`src/rtl/marlb_pkg.sv`:
```
// Shared types, codes and widths for the rate limiter bank.
// Used by the controller, the datapath and the top level.
package marlb_pkg;

	localparam int NUM_ENTRIES_DEF = 8;
	localparam int LEVEL_BITS_DEF = 16;
	localparam int TIME_BITS = 32;
	localparam int FIELD_BITS = 16;
	localparam int IDX_W = 3;
	localparam int KIND_W = 3;

	localparam logic [2:0] KIND_TOKEN = 3'd0;
	localparam logic [2:0] KIND_SLIDING = 3'd1;
	localparam logic [2:0] KIND_LEAKY = 3'd2;
	localparam logic [2:0] KIND_FIXED = 3'd3;
	localparam logic [2:0] KIND_CONC = 3'd4;
	localparam int KIND_SPACE = 8;

	localparam logic [1:0] REQ_CREATE = 2'd0;
	localparam logic [1:0] REQ_CHECK = 2'd1;
	localparam logic [1:0] REQ_RELEASE = 2'd2;
	localparam logic [1:0] REQ_ADVANCE = 2'd3;

	localparam logic [1:0] ST_OK = 2'd0;
	localparam logic [1:0] ST_REJECT = 2'd1;
	localparam logic [1:0] ST_NO_ENTRY = 2'd2;
	localparam logic [1:0] ST_FULL = 2'd3;

	// Commands from the controller to the datapath.
	typedef struct packed {
		logic load;      // capture the request and read the entry
		logic math;      // compute elapsed time and products
		logic div_start; // start the modulo unit
		logic div_step;  // one restoring step
		logic finish;    // update entry and form the result
	} cmd_t;

	// Status from the datapath to the controller.
	typedef struct packed {
		logic need_div; // valid fixed-window check with nonzero window
		logic div_done;
	} sts_t;

endpackage

```
`src/rtl/marlb_ctrl.sv`:
```
// Controller state machine for the rate limiter bank.
// Depends on marlb_pkg for the command and status structs.
module marlb_ctrl (
	input  logic clk,
	input  logic arst_n,
	input  logic in_fire,
	input  logic out_free,
	input  marlb_pkg::sts_t sts,
	output marlb_pkg::cmd_t cmd,
	output logic busy
);
	import marlb_pkg::*;

	localparam logic [2:0] S_IDLE = 3'd0;
	localparam logic [2:0] S_MATH = 3'd1;
	localparam logic [2:0] S_DIVS = 3'd2;
	localparam logic [2:0] S_DIV = 3'd3;
	localparam logic [2:0] S_FIN = 3'd4;

	logic [2:0] state_q, state_d;

	// Next state and command decode.
	always_comb begin
		state_d = state_q;
		cmd = '0;
		case (state_q)
			S_IDLE: begin
				if (in_fire) begin
					cmd.load = 1'b1;
					state_d = S_MATH;
				end
			end
			S_MATH: begin
				cmd.math = 1'b1;
				state_d = S_DIVS;
			end
			S_DIVS: begin
				if (sts.need_div) begin
					cmd.div_start = 1'b1;
					state_d = S_DIV;
				end else begin
					state_d = S_FIN;
				end
			end
			S_DIV: begin
				cmd.div_step = 1'b1;
				if (sts.div_done) state_d = S_FIN;
			end
			S_FIN: begin
				if (out_free) begin
					cmd.finish = 1'b1;
					state_d = S_IDLE;
				end
			end
			default: state_d = S_IDLE;
		endcase
	end

	assign busy = (state_q != S_IDLE);

	// State register.
	always_ff @(posedge clk or negedge arst_n) begin
		if (!arst_n) state_q <= S_IDLE;
		else state_q <= state_d;
	end
endmodule

```
`src/rtl/marlb_dp.sv`:
```
// Datapath of the rate limiter bank: entry table, time counter, products and modulo unit.
// Depends on marlb_pkg; commanded by marlb_ctrl.
module marlb_dp #(
	parameter int NUM_ENTRIES = marlb_pkg::NUM_ENTRIES_DEF,
	parameter int LEVEL_BITS = marlb_pkg::LEVEL_BITS_DEF
) (
	input  logic clk,
	input  logic arst_n,
	input  marlb_pkg::cmd_t cmd,
	output marlb_pkg::sts_t sts,
	input  logic [1:0] req_type,
	input  logic [2:0] entry_index,
	input  logic [2:0] limiter_kind,
	input  logic [15:0] limit,
	input  logic [15:0] rate,
	input  logic [31:0] window,
	input  logic [15:0] time_step,
	output logic [1:0] status,
	output logic [2:0] assigned_index,
	output logic [15:0] level
);
	import marlb_pkg::*;

	localparam int EW = (NUM_ENTRIES > 1) ? $clog2(NUM_ENTRIES) : 1;
	localparam int CW = $clog2(NUM_ENTRIES + 1);
	localparam logic [LEVEL_BITS-1:0] LMAX = '1;
	localparam int PW = 48;

	// Bucket size clamped to the level width.
	function automatic logic [LEVEL_BITS-1:0] limit_cap(input logic [15:0] v);
		return (LEVEL_BITS >= 16) ? LEVEL_BITS'(v) :
			((v > 16'(LMAX)) ? LMAX : LEVEL_BITS'(v));
	endfunction

	// Entry table.
	logic [2:0]            kind_m [NUM_ENTRIES];
	logic [15:0]           lim_m  [NUM_ENTRIES];
	logic [15:0]           rate_m [NUM_ENTRIES];
	logic [31:0]           win_m  [NUM_ENTRIES];
	logic [LEVEL_BITS-1:0] lvl_m  [NUM_ENTRIES];
	logic [31:0]           stamp_m[NUM_ENTRIES];

	logic [31:0] now_q;
	logic [CW-1:0] used_q;

	// Captured request and entry.
	logic [1:0] req_q;
	logic [2:0] idx_q, nkind_q;
	logic [15:0] nlim_q, nrate_q, step_q;
	logic [31:0] nwin_q;
	logic [EW-1:0] addr_q;
	logic valid_q;
	logic [2:0] kind_q;
	logic [LEVEL_BITS-1:0] cap_q, lvl_q;
	logic [15:0] rate_q;
	logic [31:0] win_q, stamp_q, el_q;
	logic [PW-1:0] amt_q;
	logic ge_w_q;

	// Modulo unit: restoring division of el by window.
	logic [31:0] dq_q, dr_q;
	logic [5:0] dcnt_q;
	logic [33:0] trial;
	logic [32:0] rem_shift;

	logic [EW-1:0] addr_d;
	logic fits;

	always_comb begin
		addr_d = entry_index[EW-1:0];
		fits = ({29'd0, entry_index} < 32'(NUM_ENTRIES))
			&& ({{(32-CW){1'b0}}, used_q} > {29'd0, entry_index});
		if (req_type == REQ_CREATE) addr_d = used_q[EW-1:0];
	end

	// The partial remainder keeps its top bit, since windows may exceed 2^31.
	assign rem_shift = {dr_q, dq_q[31]};
	assign trial = {1'b0, rem_shift} - {2'b00, win_q};
	assign sts = '{need_div: (kind_q == KIND_FIXED) && (win_q != 32'd0)
			&& (req_q == REQ_CHECK) && valid_q,
		div_done: (dcnt_q == 6'd0)};

	// Next-state entry update.
	logic [LEVEL_BITS-1:0] nl;
	logic [31:0] nstamp;
	logic [1:0] nst;
	logic [PW-1:0] sum;
	logic [LEVEL_BITS-1:0] cap_c;

	always_comb begin
		nl = lvl_q;
		nstamp = stamp_q;
		nst = ST_OK;
		cap_c = limit_cap(nlim_q);
		sum = PW'(lvl_q) + amt_q;
		case (kind_q)
			KIND_TOKEN: begin
				if (amt_q != '0) begin
					nl = (sum > PW'(cap_q)) ? cap_q : LEVEL_BITS'(sum);
					nstamp = now_q;
				end
			end
			KIND_SLIDING: begin
				if (ge_w_q) begin
					nl = '0;
					nstamp = now_q;
				end
			end
			KIND_LEAKY: begin
				if (amt_q != '0) begin
					nl = (PW'(lvl_q) > amt_q) ? LEVEL_BITS'(PW'(lvl_q) - amt_q) : '0;
					nstamp = now_q;
				end
			end
			KIND_FIXED: begin
				if (win_q == 32'd0) begin
					nl = '0;
					nstamp = now_q;
				end else if (el_q >= win_q) begin
					// Quotient nonzero: realign to now minus remainder.
					nl = '0;
					nstamp = now_q - dr_q;
				end
			end
			default: ;
		endcase
		if (kind_q == KIND_TOKEN) begin
			if (nl != '0) nl = nl - 1'b1;
			else nst = ST_REJECT;
		end else if (kind_q <= KIND_CONC) begin
			if (nl < cap_q) nl = nl + 1'b1;
			else nst = ST_REJECT;
		end else begin
			nst = ST_REJECT;
		end
	end

	// Result fields for the finishing request.
	logic [1:0] res_status;
	logic [2:0] res_index;
	logic [15:0] res_level;

	always_comb begin
		res_status = ST_OK;
		res_index = idx_q;
		res_level = '0;
		case (req_q)
			REQ_CREATE: begin
				if (used_q >= CW'(NUM_ENTRIES)) begin
					res_status = ST_FULL;
					res_index = '0;
				end else begin
					res_index = 3'(used_q);
					res_level = (nkind_q == KIND_TOKEN) ? 16'(cap_c) : 16'd0;
				end
			end
			REQ_CHECK: begin
				if (!valid_q) res_status = ST_NO_ENTRY;
				else begin
					res_status = nst;
					res_level = 16'(nl);
				end
			end
			REQ_RELEASE: begin
				if (!valid_q) res_status = ST_NO_ENTRY;
				else if (kind_q == KIND_CONC && lvl_q != '0) res_level = 16'(lvl_q - 1'b1);
				else res_level = 16'(lvl_q);
			end
			default: ;
		endcase
	end

	// Time counter and entry count update.
	always_ff @(posedge clk or negedge arst_n) begin
		if (!arst_n) begin
			now_q <= '0;
			used_q <= '0;
		end else if (cmd.finish) begin
			case (req_q)
				REQ_CREATE: begin
					if (used_q < CW'(NUM_ENTRIES)) used_q <= used_q + 1'b1;
				end
				REQ_ADVANCE: now_q <= now_q + {16'd0, step_q};
				default: ;
			endcase
		end
	end

	always_ff @(posedge clk) begin
		if (cmd.load) begin
			req_q <= req_type;
			idx_q <= entry_index;
			nkind_q <= limiter_kind;
			nlim_q <= limit;
			nrate_q <= rate;
			nwin_q <= window;
			step_q <= time_step;
			addr_q <= addr_d;
			valid_q <= fits;
			kind_q <= kind_m[addr_d];
			cap_q <= limit_cap(lim_m[addr_d]);
			lvl_q <= lvl_m[addr_d];
			rate_q <= rate_m[addr_d];
			win_q <= win_m[addr_d];
			stamp_q <= stamp_m[addr_d];
		end
		if (cmd.math) begin
			el_q <= now_q - stamp_q;
			amt_q <= PW'(now_q - stamp_q) * PW'(rate_q);
			ge_w_q <= (now_q - stamp_q) >= win_q;
		end
		if (cmd.div_start) begin
			dq_q <= el_q;
			dr_q <= '0;
			dcnt_q <= 6'd32;
		end else if (cmd.div_step && dcnt_q != 6'd0) begin
			dcnt_q <= dcnt_q - 1'b1;
			if (!trial[33]) begin
				dr_q <= trial[31:0];
				dq_q <= {dq_q[30:0], 1'b1};
			end else begin
				dr_q <= rem_shift[31:0];
				dq_q <= {dq_q[30:0], 1'b0};
			end
		end
		if (cmd.finish) begin
			status <= res_status;
			assigned_index <= res_index;
			level <= res_level;
			case (req_q)
				REQ_CREATE: begin
					if (used_q < CW'(NUM_ENTRIES)) begin
						kind_m[addr_q] <= nkind_q;
						lim_m[addr_q] <= nlim_q;
						rate_m[addr_q] <= nrate_q;
						win_m[addr_q] <= nwin_q;
						stamp_m[addr_q] <= now_q;
						lvl_m[addr_q] <= (nkind_q == KIND_TOKEN) ? cap_c : '0;
					end
				end
				REQ_CHECK: begin
					if (valid_q) begin
						lvl_m[addr_q] <= nl;
						stamp_m[addr_q] <= nstamp;
					end
				end
				REQ_RELEASE: begin
					if (valid_q && kind_q == KIND_CONC && lvl_q != '0)
						lvl_m[addr_q] <= lvl_q - 1'b1;
				end
				default: ;
			endcase
		end
	end
endmodule

```
`src/rtl/multi_algorithm_rate_limiter_bank.sv`:
```
// Top level of the rate limiter bank: stream ports, output register, assertions.
// Depends on marlb_pkg, marlb_ctrl and marlb_dp.
//
// Channel  Dir  Fields (low bit up)
// s_axis   in   tdata: req_type, entry_index, limiter_kind, limit, rate, window, time_step
// m_axis   out  tdata: status, assigned_index, level
//
// A request passes the load, math, divide-decision and finish states; a fixed-window
// check also runs the 32-step restoring modulo unit. One request is in work at a time.
// Reset clears the controller, time counter and entry count; no clearing pass.
// A stalled result holds; the next request is still taken and worked, and its
// finishing step waits until the held result has been read.
module multi_algorithm_rate_limiter_bank #(
	parameter int NUM_ENTRIES = marlb_pkg::NUM_ENTRIES_DEF,
	parameter int LEVEL_BITS = marlb_pkg::LEVEL_BITS_DEF
) (
	input  logic clk,
	input  logic arst_n,
	input  logic s_axis_tvalid,
	output logic s_axis_tready,
	// req_type[1:0], entry_index[4:2], limiter_kind[7:5], limit[23:8],
	// rate[39:24], window[71:40], time_step[87:72]
	input  logic [87:0] s_axis_tdata,
	output logic m_axis_tvalid,
	input  logic m_axis_tready,
	// status[1:0], assigned_index[4:2], level[20:5]
	output logic [23:0] m_axis_tdata
);
	import marlb_pkg::*;

	cmd_t cmd;
	sts_t sts;
	logic busy, in_fire, out_free, ovalid_q;
	logic [1:0] status;
	logic [2:0] aidx;
	logic [15:0] lvl;

	assign s_axis_tready = !busy;
	assign in_fire = s_axis_tvalid && s_axis_tready;
	assign out_free = !ovalid_q || m_axis_tready;

	marlb_ctrl u_ctrl (
		.clk(clk), .arst_n(arst_n), .in_fire(in_fire), .out_free(out_free),
		.sts(sts), .cmd(cmd), .busy(busy)
	);

	marlb_dp #(.NUM_ENTRIES(NUM_ENTRIES), .LEVEL_BITS(LEVEL_BITS)) u_dp (
		.clk(clk), .arst_n(arst_n), .cmd(cmd), .sts(sts),
		.req_type(s_axis_tdata[1:0]), .entry_index(s_axis_tdata[4:2]),
		.limiter_kind(s_axis_tdata[7:5]), .limit(s_axis_tdata[23:8]),
		.rate(s_axis_tdata[39:24]), .window(s_axis_tdata[71:40]),
		.time_step(s_axis_tdata[87:72]),
		.status(status), .assigned_index(aidx), .level(lvl)
	);

	// Output valid flag.
	always_ff @(posedge clk or negedge arst_n) begin
		if (!arst_n) ovalid_q <= 1'b0;
		else if (cmd.finish) ovalid_q <= 1'b1;
		else if (m_axis_tready) ovalid_q <= 1'b0;
	end

	assign m_axis_tvalid = ovalid_q;
	assign m_axis_tdata = {3'd0, lvl, aidx, status};

	a_one_cmd: assert property (@(posedge clk) disable iff (!arst_n)
		$onehot0({cmd.load, cmd.math, cmd.div_start, cmd.div_step, cmd.finish}))
		else $error("more than one datapath command");
	a_load_busy: assert property (@(posedge clk) disable iff (!arst_n)
		in_fire |=> busy)
		else $error("controller idle after accepting a request");
	a_fin_out: assert property (@(posedge clk) disable iff (!arst_n)
		cmd.finish |=> m_axis_tvalid)
		else $error("result not presented after finish");
endmodule
```
`config.mk`:
```
export PLATFORM = sky130hd
export DESIGN_NAME = multi_algorithm_rate_limiter_bank
export DESIGN_NICKNAME = d
export VERILOG_FILES = /design/src/rtl/marlb_pkg.sv /design/src/rtl/marlb_ctrl.sv /design/src/rtl/marlb_dp.sv /design/src/rtl/multi_algorithm_rate_limiter_bank.sv
export SDC_FILE = /design/constraint.sdc
export NUM_CORES = 2
export LEC_CHECK = 0
export BUFFER_PORTS_ARGS = -buffer_cell sky130_fd_sc_hd__clkbuf_2
export CAP_MARGIN = 0
export CELL_PAD_IN_SITES_DETAIL_PLACEMENT = 1
export CELL_PAD_IN_SITES_GLOBAL_PLACEMENT = 1
export CORE_UTILIZATION = 56
export DETAILED_ROUTE_END_ITERATION = 8
export PLACE_DENSITY = 0.95
export SLEW_MARGIN = 10
export SYNTH_ARGS = -nofsm -noshare
export SYNTH_HDL_FRONTEND = slang
export SYNTH_SLANG_ARGS = --single-unit
```
`constraint.sdc`:
```
create_clock -name clk -period 21.9 [get_ports clk]
set_clock_uncertainty 0.05 [all_clocks]
set_input_delay 1.095 -clock clk [delete_from_list [all_inputs] [get_ports clk]]
set_output_delay 1.095 -clock clk [all_outputs]
set_load 0.01 [all_outputs]
```
==> results of run 1 <==
## metrics by stage
step                cells  hold slack (ps)  setup WS (ps)
floorplan            7790              405          11870
global placement     9545              424          10740
detailed placement   9545              464           9960
CTS                  9804              346           9620
## cell families after synthesis
| logic type | share of synthesized area |
|---|---|
| and+or+nand+nor | 0.181 |
| DFF | 0.487 |
| buffers and inverters | 0.0500 |
| AOI/OAI and AO/OA | 0.0798 |
| adders and majority gates | 0.174 |
| xor gates and xnor gates | 0.0243 |
| muxes | 0.00426 |
| other | 0.0000461 |
## routing by layer
layer  overflow  GRT usage
met1          2      0.688
met4         10      0.663
met5          3      0.432
met3          4      0.609
met2          6      0.818
## synthesized netlist by cell type, types with 8 or more instances
master     number  area, um2
or4_1          11       82.6
o21ai_0       310       1550
nor4b_1         8       70.1
dfrtp_1        40       1000
nand3b_1        8       60.1
buf_1          31        116
a21oi_1       247       1240
clkbuf_1      337       1260
nor3b_1         9       67.6
buf_2          12       60.1
a31oi_1        38        238
xnor2_1       158       1380
nand3_1       664       3320
nor2b_1        62        388
o21bai_1       25        188
nand2b_1       52        325
a211oi_1       37        278
nor4_1         47        294
nor2_1        272       1020
mux2i_1        29        290
a22oi_1        19        143
a211o_1         8       70.1
o22ai_1        34        213
o21ai_1        10       50.1
o31a_1         11       96.3
o31ai_1        31        233
and3_1         25        156
or3_1          22        138
nand4_1        55        344
xor2_1         68        596
nand2_1      1706       6400
a2111oi_0       9       78.8
edfxtp_1     1261      37900
a21o_1         53        398
fa_1          500      10000
o221ai_1       23        201
nor3_1         85        425
o211ai_1       26        195
a21boi_0       18        135
inv_1         670       2510
dfxtp_1        38        761
ha_1          331       4140
and2_1        183       1140
o21a_1         30        225
or2_2          25        156
==> out/qor.txt, run 1 <==
Post-CTS Setup Bufs - 0
Routability cong. - 0.954
Chip width - 383 um
Row cnt - 139
Cell variety after synth - 109
Root Buffer - clkbuf_16
Largest net degree at the start of global routing - 203
Post-cts resize count - 0
Sequential area share after synthesis - 0.487
Htree depth - 4
Status - stopped before the end
I/O pin cnt - 118
Total congestion overflow - 25
Exit stage - global routing (5_1_grt)
Port Buffers - 114
CTS Sinks - 1339
Post-placement cell area - 84100 um2
Stop err - [ERROR GRT-0232] Routing congestion too high. Check the congestion heatmap in the GUI.
CTS Buffer Depth - 3
Mapped Area - 81400 um2
Number of flops mapped to enable cells by yosys - 1261
YS warnings - 0
Initial antenna violation count - 38
Average cell area after synthesis - 10.5 um2
Die Ht - 383 um
Initial Util - 0.565
Register bit count reported by yosys - 1339
Top_reg_cell synth - edfxtp_1
CTS Buf Count - 142
Synthesized instance count - 7788
Hold-fix buffers, CTS - 0
Ys async rst share - 0.0299
Final HPWL DP - 200000 um
GRT Util Overall - 0.698
==> run 2: changes to the inputs <==
CELL_PAD_IN_SITES_DETAIL_PLACEMENT = not set   (was 1)
CELL_PAD_IN_SITES_GLOBAL_PLACEMENT = not set   (was 1)
CORE_UTILIZATION = 40   (was 56)
PLACE_DENSITY = not set   (was 0.95)
PLACE_DENSITY_LB_ADDON = 0.15   (was not set)
==> run 2 against run 1 <==
The run now ends clean; area after synthesis is the same; synthesized cell count did not move.
==> out/qor.txt, run 2 <==
Startpoint Class - register
Most frequent cell after synthesis - nand2_1
Top_reg_cell synth - edfxtp_1
Fin. Hold Viols - 0
Final-layout fill cell count - 18880
Ys async rst share - 0.0299
Headroom to the max-slew limit - 0.155
Initial Util - 0.403
Htree depth - 4
Die Ht - 453 um
First-pass GRT wire length - 367000 um
Arrival @ worst endpoint - 12280 ps
Core area - 202000 um2
DR iter-0 viols - 4777
Routed via count - 58168
Post-synth top cells - nand2_1 (1706), edfxtp_1 (1261), inv_1 (670)
Post-CTS Setup Bufs - 0
Status - complete, no violations
Max incr delay on CP - 740 ps
ANT nets after route - 0
GRT Util Overall - 0.237
CP Max Fanout - 18
Yosys top cell area share - 0.465
Layout cells sized above 1 - 0.0757
Layout area overhead - 10.7%
CTS tree - yes
Most frequent cells in the layout - nand2_1 (1705), edfxtp_1 (1261), inv_1 (669)
Slew Limit Fails - 0
Synth top area cells - edfxtp_1 (47%), fa_1 (12%), nand2_1 (7.9%)
F_max - 85.0 MHz
DRC - 0
Vias per cell - 5.49
Chip width - 453 um
CTS Sinks - 1339
Synthesized instance count - 7788
Cell taking the most area after synthesis - edfxtp_1
Initial antenna violation count - 4
Vias in the first global route - 57136
Largest net degree at the start of global routing - 167
I/O pin cnt - 118
Hold-fix buffers, CTS - 0
R2r setup slk - 10140 ps
RSZ-0062 raised after global routing - no
Tcrit/Tclk final - 0.537
Clk slew on worst S/H paths - 60 ps
Register bit count reported by yosys - 1339
# setup viols final - 0
Minimum clock period - 11760 ps
Port Buffers - 114
Post-cts resize count - 0
Most used cell, CP - fa_1
Setup TNS - 0 ps
Critical path class - reg2reg
Slowest cell on crit path - o41ai_1
Critical Path Sink Type - register
Root Buffer - clkbuf_16
Routability cong. - 0.941
Max_cap viols - 0
Largest regs - u_dp.stamp_m x256, u_dp.win_m x256
Row cnt - 165
CTS Buffer Depth - 3
Final nets - 8736
Initial DRT Pass Iterations - 6
Req. time, crit path - 22420 ps
Number of flops mapped to enable cells by yosys - 1261
Sequential area share after synthesis - 0.487
Final HPWL DP - 164000 um
DIE AREA - 205000 um2
Mapped Area - 81400 um2
Total congestion overflow - 0
R2R cell count - 41
Worst Max-Slew Pin Slew - 1250 ps
Most common cell after layout, fill and taps aside - nand2_1
Clk Latency, worst-skew pair - 840 ps
WL final - 243000 um
Avg WL per Cell - 22.9 um
Worst Hold Class - in2async
Average cell area after synthesis - 10.5 um2
CTS Buf Count - 150
Cell variety after synth - 109
YS warnings - 0
==> run 2: cell counts after synthesis <==
Identical to the previous run, type by type.
==> run 2: worst max-delay path, delay by kind of cell, from the launching register on <==
family | cells | cell delay [ps]
AO/OA/AOI/OAI | 18 | 5220
AND/OR/NAND/NOR | 6 | 1100
adder cells (fa/ha/maj) | 9 | 3830
flip-flops | 1 | 400
buffers and inverters | 6 | 640
XOR/XNOR | 2 | 230
==> run 2: per-layer routing <==
metal  GRT usage  wire length (um)  vias up
li1            -                 -    26809
met1       0.339            110000    29219
met2       0.371            110000     1809
met3      0.0346             14600      331
met4      0.0770              7590        0
met5           0                 0        -
==> run 2: layout make-up <==
type / instances / area [um2] / share of cell area
multi-input cells: 5385 / 38100 / 0.423
clock inverters: 80 / 881 / 0.00977
diodes: 1 / 2.50 / 0.0000278
well taps: 2672 / 3340 / 0.0371
clock buffers: 187 / 3910 / 0.0434
flip-flops and latches: 1339 / 39600 / 0.440
inverters: 674 / 2540 / 0.0282
repair buffers: 263 / 1700 / 0.0189
==> run 2: worst paths after layout <==
| kind | to | startpoint |
|---|---|---|
| setup / recovery | u_dp.amt_q[46] | u_dp.now_q[0] |
| hold / removal | u_dp.now_q[15] | arst_n |
| setup reg to reg | u_dp.amt_q[46] | u_dp.now_q[0] |
| hold reg to reg | u_dp.dcnt_q[0] | u_dp.dcnt_q[0] |
| max in group asynchronous | u_dp.used_q[3] | arst_n |
| min in group clk | u_dp.step_q[14] | s_axis_tdata[86] |
==> run 2: cells by family after synthesis <==
family,synth area share
other,0.0000461
muxes,0.00426
AOI/OAI and AO/OA,0.0798
xor gates and xnor gates,0.0243
adders and majority gates,0.174
buffers and inverters,0.0500
DFF,0.487
and+or+nand+nor,0.181
==> run 2: through the flow <==
step | utilization | hold slack (ps) | cell area, um2 | cells | setup WS (ps)
final | 0.446 | 344 | 90100 | 10601 | 10140
after global routing | 0.446 | 342 | 90100 | 10601 | 9370
after CTS | 0.446 | 308 | 90100 | 10600 | 10130
after detailed placement | 0.422 | 436 | 85300 | 10333 | 10230
after global placement | 0.422 | 431 | 85300 | 10333 | 10470
after floorplan | - | 405 | 81400 | 7790 | 11870
Power of run 2 is not shown: default switching activity piles up to over one toggle a cycle in this logic, so the estimate is an artifact.
